--- config.mk ---
export PLATFORM = sky130hd
export DESIGN_NAME = segmented_transaction_reassembly_core
export DESIGN_NICKNAME = d
export VERILOG_FILES = /design/src/str_pkg.sv /design/src/segmented_transaction_reassembly_core.sv /design/src/str_search.sv
export SDC_FILE = /design/constraint.sdc
export NUM_CORES = 1
export LEC_CHECK = 0
export BUFFER_PORTS_ARGS = -buffer_cell sky130_fd_sc_hd__buf_2
export CAP_MARGIN = 10
export CELL_PAD_IN_SITES_DETAIL_PLACEMENT = 1
export CELL_PAD_IN_SITES_GLOBAL_PLACEMENT = 1
export CORE_AREA = 2 2 244 246
export DETAILED_ROUTE_END_ITERATION = 7
export DIE_AREA = 0 0 246 248
export PLACE_DENSITY_LB_ADDON = 0.12
export SLEW_MARGIN = 5
export SYNTH_ARGS = -nofsm -noshare
export SYNTH_HDL_FRONTEND = slang
export SYNTH_HIERARCHICAL = 1
export SYNTH_SLANG_ARGS = --single-unit
--- constraint.sdc ---
create_clock -name i_clk -period 13.1 [get_ports i_clk]
set_clock_uncertainty 0.05 [all_clocks]
set_input_delay 2.62 -clock i_clk [delete_from_list [all_inputs] [get_ports i_clk]]
set_output_delay 2.62 -clock i_clk [all_outputs]
set_load 0.02 [all_outputs]
--- src/str_pkg.sv ---
`default_nettype none
package str_pkg;

    localparam int ENTRIES_DEF      = 8;
    localparam int MAX_SEGMENTS_DEF = 64;
    localparam int SEG_BYTES_DEF    = 64;

    typedef enum logic [2:0] {
        ST_STORED   = 3'd0,
        ST_COMPLETE = 3'd1,
        ST_FULL     = 3'd2,
        ST_UNKNOWN  = 3'd3,
        ST_BAD_IDX  = 3'd4,
        ST_TOO_LONG = 3'd5
    } t_status;

    typedef struct packed {
        logic        func;
        logic [31:0] link_id;
        logic [7:0]  trans_num;
        logic [15:0] declared_len;
        logic [5:0]  last_seg_index;
        logic [5:0]  seg_index;
        logic [7:0]  byte_value;
        logic        byte_last;
    } t_in;

    typedef struct packed {
        logic [2:0]  status;
        logic [31:0] out_link_id;
        logic [7:0]  out_trans_num;
        logic [15:0] out_total;
    } t_out;

    typedef enum logic [2:0] {
        S_IDLE,
        S_SEARCH,
        S_DECIDE,
        S_WRITE
    } t_state;

endpackage
`default_nettype wire

--- src/segmented_transaction_reassembly_core.sv ---
`default_nettype none
// A request runs through search, decide and write steps, and a new one is accepted
// only in idle; the table search compares one entry per cycle in a shared comparator.
// A result still held by the receiver stalls the next request in its write step until
// the result is taken.
// Reset: synchronous active low; clears slot valid bits, byte position, control.
module segmented_transaction_reassembly_core
    import str_pkg::*;
#(
    parameter int ENTRIES      = ENTRIES_DEF,
    parameter int MAX_SEGMENTS = MAX_SEGMENTS_DEF,
    parameter int SEG_BYTES    = SEG_BYTES_DEF
) (
    input  wire  i_clk,
    input  wire  i_rst_n,
    input  wire  i_valid,
    output logic o_ready,
    input  t_in  i_data,
    output logic o_valid,
    input  wire  i_ready,
    output t_out o_data
);
    localparam int EW = (ENTRIES > 1) ? $clog2(ENTRIES) : 1;
    localparam int SW = (MAX_SEGMENTS > 1) ? $clog2(MAX_SEGMENTS) : 1;
    localparam int BW = (SEG_BYTES > 1) ? $clog2(SEG_BYTES) : 1;
    localparam int LW = EW + SW;

    t_state r_state, n_state;
    t_in    r_req;
    t_out   r_out;

    logic [ENTRIES-1:0]       r_ev;
    logic [ENTRIES-1:0][39:0] r_key;
    logic [15:0]              r_elen  [ENTRIES];
    logic [15:0]              r_etot  [ENTRIES];
    logic [5:0]               r_elast [ENTRIES];
    logic [6:0]               r_pos;

    logic [7:0] r_bytes [2**(LW+BW)];

    logic          s_start, s_done, s_hit, s_free;
    logic [EW-1:0] s_hit_idx, s_free_idx;

    str_search #(.ENTRIES(ENTRIES)) u_search (
        .i_clk(i_clk), .i_rst_n(i_rst_n), .i_start(s_start),
        .i_valid(r_ev), .i_keys(r_key), .i_key({r_req.link_id, r_req.trans_num}),
        .o_done(s_done), .o_hit(s_hit), .o_hit_idx(s_hit_idx),
        .o_free(s_free), .o_free_idx(s_free_idx)
    );

    // decision registers
    logic [EW-1:0] r_e;
    logic          r_err;
    logic [2:0]    r_est;
    logic [15:0]   r_etotv;
    logic          r_init;
    logic [SW-1:0] r_s;

    logic [EW-1:0] hit_e, free_e;
    assign hit_e  = s_hit_idx;
    assign free_e = s_free_idx;

    logic c_start, c_bad_last, c_full, c_unknown;
    assign c_start    = !r_req.func && (r_pos == 7'd0);
    assign c_bad_last = c_start && (32'(r_req.last_seg_index) >= MAX_SEGMENTS);
    assign c_full     = c_start && !c_bad_last && !s_hit && !s_free;
    assign c_unknown  = !c_start && !s_hit;

    logic [6:0]  len;
    logic [16:0] sum;
    logic [15:0] sat;
    assign len = r_pos + 7'd1;
    assign sum = {1'b0, r_etot[r_e]} + 17'(len);
    assign sat = sum[16] ? 16'hFFFF : sum[15:0];

    logic [5:0] sidx;
    assign sidx = r_req.func ? r_req.seg_index : 6'd0;

    // write step proceeds once the previous result has been taken
    logic w_go, w_emit;
    assign w_go   = (r_state == S_WRITE) && (!o_valid || i_ready);
    assign w_emit = w_go && (r_err || r_req.byte_last);

    assign o_ready = (r_state == S_IDLE);
    assign o_data  = r_out;
    assign s_start = (r_state == S_IDLE) && i_valid;

    always_ff @(posedge i_clk) begin
        if (!i_rst_n) begin
            r_state <= S_IDLE;
        end else begin
            r_state <= n_state;
        end
    end

    always_comb begin
        n_state = r_state;
        unique case (r_state)
            S_IDLE:   if (i_valid) n_state = S_SEARCH;
            S_SEARCH: if (s_done) n_state = S_DECIDE;
            S_DECIDE: n_state = S_WRITE;
            S_WRITE:  if (!o_valid || i_ready) n_state = S_IDLE;
            default:  n_state = S_IDLE;
        endcase
    end

    always_ff @(posedge i_clk) begin
        if (w_go && !r_err) begin
            r_bytes[{r_e, r_s, BW'(r_pos)}] <= r_req.byte_value;
        end
    end

    always_ff @(posedge i_clk) begin
        if (!i_rst_n) begin
            r_ev    <= '0;
            r_pos   <= '0;
            o_valid <= 1'b0;
        end else begin
            if (w_emit) o_valid <= 1'b1;
            else if (i_ready) o_valid <= 1'b0;
            unique case (r_state)
                S_IDLE: if (i_valid) r_req <= i_data;
                S_SEARCH: if (s_done) begin
                    r_err   <= c_bad_last || c_full || c_unknown;
                    r_est   <= c_bad_last ? ST_BAD_IDX : (c_full ? ST_FULL : ST_UNKNOWN);
                    r_init  <= c_start && !c_bad_last && !c_full;
                    r_e     <= s_hit ? hit_e : free_e;
                    r_etotv <= s_hit ? r_etot[hit_e] : 16'd0;
                end
                S_DECIDE: begin
                    if (r_init) begin
                        r_ev[r_e]    <= 1'b1;
                        r_key[r_e]   <= {r_req.link_id, r_req.trans_num};
                        r_elen[r_e]  <= r_req.declared_len;
                        r_elast[r_e] <= r_req.last_seg_index;
                        r_etot[r_e]  <= 16'd0;
                        r_etotv      <= 16'd0;
                    end
                    r_s <= SW'(sidx);
                    if (!r_err) begin
                        if (32'(sidx) >= MAX_SEGMENTS ||
                            sidx > (r_init ? r_req.last_seg_index : r_elast[r_e])) begin
                            r_err <= 1'b1; r_est <= ST_BAD_IDX;
                        end else if (32'(r_pos) >= SEG_BYTES) begin
                            r_err <= 1'b1; r_est <= ST_TOO_LONG;
                        end
                    end
                end
                S_WRITE: if (!o_valid || i_ready) begin
                    r_out.out_link_id   <= r_req.link_id;
                    r_out.out_trans_num <= r_req.trans_num;
                    if (r_err) begin
                        r_pos <= '0;
                        r_out.status    <= r_est;
                        r_out.out_total <= r_etotv;
                    end else begin
                        if (!r_req.byte_last) begin
                            r_pos <= len;
                        end else begin
                            r_pos <= '0;
                            if (!r_req.func) begin
                                r_etot[r_e]     <= 16'(len);
                                r_out.status    <= ST_STORED;
                                r_out.out_total <= 16'(len);
                            end else begin
                                r_etot[r_e]     <= sat;
                                r_out.out_total <= sat;
                                if (sat == r_elen[r_e]) begin
                                    r_ev[r_e]    <= 1'b0;
                                    r_out.status <= ST_COMPLETE;
                                end else begin
                                    r_out.status <= ST_STORED;
                                end
                            end
                        end
                    end
                end
                default: ;
            endcase
        end
    end
endmodule
`default_nettype wire

--- src/str_search.sv ---
`default_nettype none
// Sequential table search: compares one entry per cycle with the shared comparator.
module str_search
    import str_pkg::*;
#(
    parameter int ENTRIES = ENTRIES_DEF
) (
    input  wire                       i_clk,
    input  wire                       i_rst_n,
    input  wire                       i_start,
    input  wire  [ENTRIES-1:0]        i_valid,
    input  wire  [ENTRIES-1:0][39:0]  i_keys,
    input  wire  [39:0]               i_key,
    output logic                      o_done,
    output logic                      o_hit,
    output logic [((ENTRIES > 1) ? $clog2(ENTRIES) : 1)-1:0] o_hit_idx,
    output logic                      o_free,
    output logic [((ENTRIES > 1) ? $clog2(ENTRIES) : 1)-1:0] o_free_idx
);
    localparam int EW = (ENTRIES > 1) ? $clog2(ENTRIES) : 1;

    logic          r_busy;
    logic [EW-1:0] r_idx;
    logic [EW-1:0] n_idx;
    logic [EW-1:0] r_last;
    logic          cmp_eq;

    assign r_last = EW'(ENTRIES - 1);
    assign n_idx  = r_idx + EW'(1);
    assign cmp_eq = i_valid[r_idx] && (i_keys[r_idx] == i_key);

    always_ff @(posedge i_clk) begin
        if (!i_rst_n) begin
            r_busy <= 1'b0;
            o_done <= 1'b0;
        end else begin
            o_done <= 1'b0;
            if (i_start) begin
                r_busy     <= 1'b1;
                r_idx      <= '0;
                o_hit      <= 1'b0;
                o_free     <= 1'b0;
                o_hit_idx  <= '0;
                o_free_idx <= '0;
            end else if (r_busy) begin
                if (cmp_eq && !o_hit) begin
                    o_hit     <= 1'b1;
                    o_hit_idx <= r_idx;
                end
                if (!i_valid[r_idx] && !o_free) begin
                    o_free     <= 1'b1;
                    o_free_idx <= r_idx;
                end
                if (r_idx == r_last) begin
                    r_busy <= 1'b0;
                    o_done <= 1'b1;
                end
                r_idx <= n_idx;
            end
        end
    end
endmodule
`default_nettype wire

======== Yosys cells after proc, flatten, opt, wreduce, memory -nomap -nowiden ========
Memories as Yosys holds them, arrays and structs flattened. A register that Yosys moved wholly into a read port is not among the register bits.
Cells that the tools add are included.
operators by class
  add/subtract/negate cells ............... 3
  magnitude comparators ................... 5
  equal/unequal tests ..................... 16
  mux-type cells .......................... 88
  bitwise operators ....................... 7
  reduce and logical (&&, ||, !) cells .... 46
operators with widths
  operator            number
  $bwmux 320          1
  $mux 16             9
  $bmux 40 s3         1
  $demux 40 s3        1
  $mux 40             2
  $mux 3              20
  $mux 8              6
  $eq 40x40->1        1
  $mux 1              37
  $pmux 16 s2         1
  $reduce_and 3->1    8
  $add 16x7->17       1
  $eq 16x16->1        1
  $pmux 8 s2          1
  $mux 7              2
  $reduce_bool 2->1   7
  $logic_and 1x1->1   12
  $mux 6              2
  $ne 2x2->1 const B  6
  $pmux 3 s4          1
  $and 8x8->8         1
  $lt 3x4->1 const B  2
  $not 8->8           1
  $or 8x8->8          1
  other kinds (25)    40
storage, ports and cells
  register bits ........................... 505
  memory bits (writable) .................. 304
  output and inout port bits .............. 61
  logic and storage cells ................. 203
  memories ................................ 3
memory list
  memory   depth  width  read ports  clocked after memory_dff  wr ports  line                                         text
  r_elen   8      16     1           1                         1         segmented_transaction_reassembly_core.sv:34  logic [15:0] r_elen [ENTRIES];
  r_etot   8      16     2           2                         1         segmented_transaction_reassembly_core.sv:35  logic [15:0] r_etot [ENTRIES];
  r_elast  8      6      1           1                         1         segmented_transaction_reassembly_core.sv:36  logic [5:0] r_elast [ENTRIES];

======== Longest topological paths before layout ========
  word-level depth ........................ 12
  mapped depth ............................ 22
  gate-level depth less buffers ........... 14

======== Hierarchy ========
Netlist, hierarchy kept.
modules (own cells, without submodules)
  module                                 times used  cells an instance  area an instance (um2)
  segmented_transaction_reassembly_core  1           1492               29977.5
  str_search                             1           258                3454.6

======== Worst setup path before layout ========
OpenSTA, ideal clock, no wires.
  path type ............................... input port to flip-flop
  from .................................... in i_ready
  to ...................................... mem r_etot[0][0] (enable)
  arrival ................................. 5317 ps
  required time ........................... 12662 ps
  path slack .............................. 7344 ps
  cell stages on the path ................. 8
  path buffers ............................ 1
  path through ............................ nand2b_1 > and2_1 > nand2_1 > inv_1 > nand3_1 > and2_1 > clkbuf_1 > nor2_1
between the ends
  word-level cells in the longest chain between the ends .. 7
  elaborated cells between the ends (all ways) .. 11
  classes of those cells .................. mux (8); bitwise (2); reduce/logical (1)
ends and longest elaborated chain
  element                       line                                          text
  start: declaration            segmented_transaction_reassembly_core.sv:20   input wire i_ready,
  $logic_or 1x1->1 (*)          segmented_transaction_reassembly_core.sv:149  S_WRITE: if (!o_valid || i_ready) begin
  $mux 1                        segmented_transaction_reassembly_core.sv:149
  $mux 1                        segmented_transaction_reassembly_core.sv:121  unique case (r_state)
  $mux 1                        segmented_transaction_reassembly_core.sv:114  if (!i_rst_n) begin
  $mux 1 (not written as such)  segmented_transaction_reassembly_core.sv:162  r_etot[r_e] <= 16'(len);
  $or 1x1->1 (no line)          --
  $or 1x1->1 (no line) (*)      --
  end: declaration              segmented_transaction_reassembly_core.sv:35
Mark *: on every way between the ends. The rest lies on a longest branch, timed or not.

==> flow_summary.ini <==
[drt]
dr.pass1.iters = 5
drc = 0
top_layer = met5
postRouteAntennaNets = 0
wl_per_cell_um = 27.9
wl_met3_um = 3250
met2_wirelength_um = 40300
drt_wl_total_um = 77100
wl_met1_um = 31400
viasPerCell = 6.21
num_vias = 17200
drtIter0Drc = 1155

[timing]
fin_hold_ws_ns = 0.441
rsz0062_at_grt = no
setup_viol = 0
hold_viol = 0
fin_tns_setup_ns = 0
fmax_ghz = 0.181
worst_pin_slew_ns = 1.12
finalMaxSlewViolations = 0
final.min_clock_period_ns = 5.51
worst_slack_ns = 7.59
slew_headroom_pct = 25.2
min_period_over_period_pct = 42.1

[yosys]
synthTopCellsByCount = edfxtp_1 (788), mux4_2 (178), nor2_1 (102)
yosysSeqAreaShare_pct = 72.2
synth_top_area_share_pct = 70.8
synth_top_area_cell = edfxtp_1
syn_avg_cell_area_sq_um = 19.1
yosys_warnings = 6
synthesis.instances = 1750
synthesis.area_sq_um = 33400
synth_cell_types = 80
ys.flop_type = edfxtp_1
async_reset_ff_share_pct = 0
synth_seq_cells = 811
netlist_top_cells_area = edfxtp_1 (71%), mux4_2 (12%), mux2i_1 (2.3%)
synth_edf_count = 788
synth.most_common_cell = edfxtp_1
syn_nets = 1851

[placement]
dp_slack_ns = 6.97
place_inst = 2614
port_buffers = 134
place_congestion = 0.847
post-dp-hpwl_um = 45000

[cts]
cts_max_path_buffers = 3
clk_latency_ns = 0.63
postCtsSetupBuffers = 0
postCtsHoldBufs = 0
cts.clk_slew.worst_paths_ns = 0.06
htreeDepth = 3
cts_tree = done
post_cts_resized = 0
cts.sinks = 811
clock-root-buffer = clkbuf_16
numCtsBuffers = 82

[min_path]
whs_endpoint = u_search/o_done$_SDFF_PP0_
hold_start = u_search/r_busy$_SDFF_PN0_
whs_path_depth = 1
hp-class = reg2reg

[critical_path]
crit_path_max_incr_delay_ns = 0.92
startpoint_type = flip-flop
rrSetupSlack_ns = 7.59
slowest_stage = dfxtp_4
cp_max_fo = 43
worstSetupPathType = reg2reg
critical_path.cell_chain = mux4_2 > mux2_2 > ha_1 > a21oi_1 > a21oi_1 > a311o_1 > and4_1 > nor2_1 > xnor2_1 > o2111ai_1 > a211oi_1 > nand4_4 > nand2_1
timing.critical_path.mode_cell = a21oi_1
cp.required_ns = 13.50
path_delay_family = compound AO/OA/AOI/OAI gates
end_kind = flip-flop
arrival_ns = 5.92
rr_worst_depth = 13
worst-path-buf-inv = 0
r2r_end = o_data[56]$_DFFE_PP_

[final_layout]
nets = 2026
stdcell_count = 2766
drive_gt1_share_pct = 26.6
fin_util_pct = 64.3
area_growth_syn_to_layout_pct = 12.5

[global_route]
grt_pass1_wl_um = 118000
antenna_found_initial = 2
grt_start_max_net_pins = 66
gr-usage-all-layers_pct = 26.2
grt-ovfl-total = 0
grt_pass1_vias = 18900

[power_and_ir_drop]
seqPwrFrac_pct = 50.9
p_int_mw = 4.56
p_clk_share_pct = 38.1
p_comb_share_pct = 11.0
ir_worst_vdd_v = 0.000148
switchingPower_mw = 1.45
powerDensity_nw_per_um2 = 160
p_leak_nw = 12.6
netSwitchingFraction_pct = 24.2

[floorplan]
die_area_sq_um = 61000
die_w_um = 246
io_pins = 143
initial_utilization_pct = 57.2
fp.dieH_um = 248
rows = 89
coreArea_sq_um = 58500

[flow_run]
maxCapViolCount = 0

[run_status]
status = complete, no violations
## final cells by class
type,count,area (sq um)
clock buffers,102,2190
repair buffers,170,941
inverters,21,78.8
flip-flops and latches,811,24100
diodes,1,2.50
clock inverters,49,428
well taps,773,967
multi-input cells,839,8870
fillers,4922,20800
## stage by stage
| step | power (mW) | area [sq um] |
|---|---|---|
| finish | 6.01 | 37600 |
| global route | 6.22 | 37600 |
| CTS | 6.07 | 37600 |
| detailed placement | 3.78 | 35000 |
| global placement | 3.75 | 35000 |
| floorplan | 3.58 | 33400 |
## placed cells by master (no fill, tap or decap), types with 24 or more instances in the layout
master     count
nor2_1        85
edfxtp_1     788
mux2i_1       78
mux2_2        28
xnor2_1       37
clkbuf_16     85
xor2_1        24
o21ai_0       41
mux4_2       178
buf_4         36
buf_2        134
nand3_1       24
nand2_1       82
## state kept, by name, indices dropped and copies added (netlist names), 2 cells and up, named ones only
signal	flops
r_elast	48
u_search/o_free_idx	3
u_search/o_hit_idx	3
r_elen	128
r_etot	128
o_data	59
u_search/r_idx	3
r_e	3
r_est	3
r_key	320
r_etotv	16
r_req	70
r_state	2
r_pos	7
## worst register-to-register path: cells and delay by family (launching register included)
kind                       cells  cell delay (ns)
xor gates and xnor gates       1             0.21
DFF                            1             0.92
and+or+nand+nor                4             1.37
AOI/OAI and AO/OA              5             1.47
muxes                          2             0.98
adders and majority gates      1             0.33
## kinds of logic (layout without fill, tap and decap cells)
family | Yosys count | after routing | synth area share [%]
compound gates | 135 | 135 | 2.84
xor+xnor | 63 | 63 | 1.73
fa+ha+maj | 20 | 20 | 0.763
buf+inv | 100 | 342 | 1.68
flops | 811 | 811 | 72.2
mux | 291 | 291 | 15.8
other cells | 0 | 1 | 0
simple gates | 330 | 330 | 5.00
## per-layer routing
metal / track usage, % / vias up
met5: 0 / -
met4: 8.91 / 2
met3: 3.80 / 128
met2: 46.0 / 464
met1: 33.7 / 9152
li1: - / 7439
## power by group through the flow
stage / Combinational [mW] / Sequential, mW / Clock (mW)
detailed placement: 0.668 / 3.12 / 0
finish: 0.662 / 3.06 / 2.29
floorplan: 0.493 / 3.09 / 0
global route: 0.720 / 3.07 / 2.43
global placement: 0.646 / 3.11 / 0
CTS: 0.674 / 3.06 / 2.33
## worst max path at each step
| stage | from | end | slack (ns) | cells after the start |
|---|---|---|---|---|
| 5_1_grt | flip-flop | flip-flop | 7.35 | 13 |
| 2_1_floorplan | i_ready | r_etot[0][0]$_DFFE_PP_ | 7.34 | 8 |
| 6_report | flip-flop | o_data[56]$_DFFE_PP_ | 7.59 | 13 |
| 3_5_place_dp | i_ready | r_etot[5][11]$_DFFE_PP_ | 6.97 | 9 |
| 4_1_cts | i_ready | r_etot[5][11]$_DFFE_PP_ | 7.63 | 9 |
| 3_3_place_gp | i_ready | r_etot[5][11]$_DFFE_PP_ | 7.09 | 9 |
Note: power is estimated with default switching activity, not from simulation.
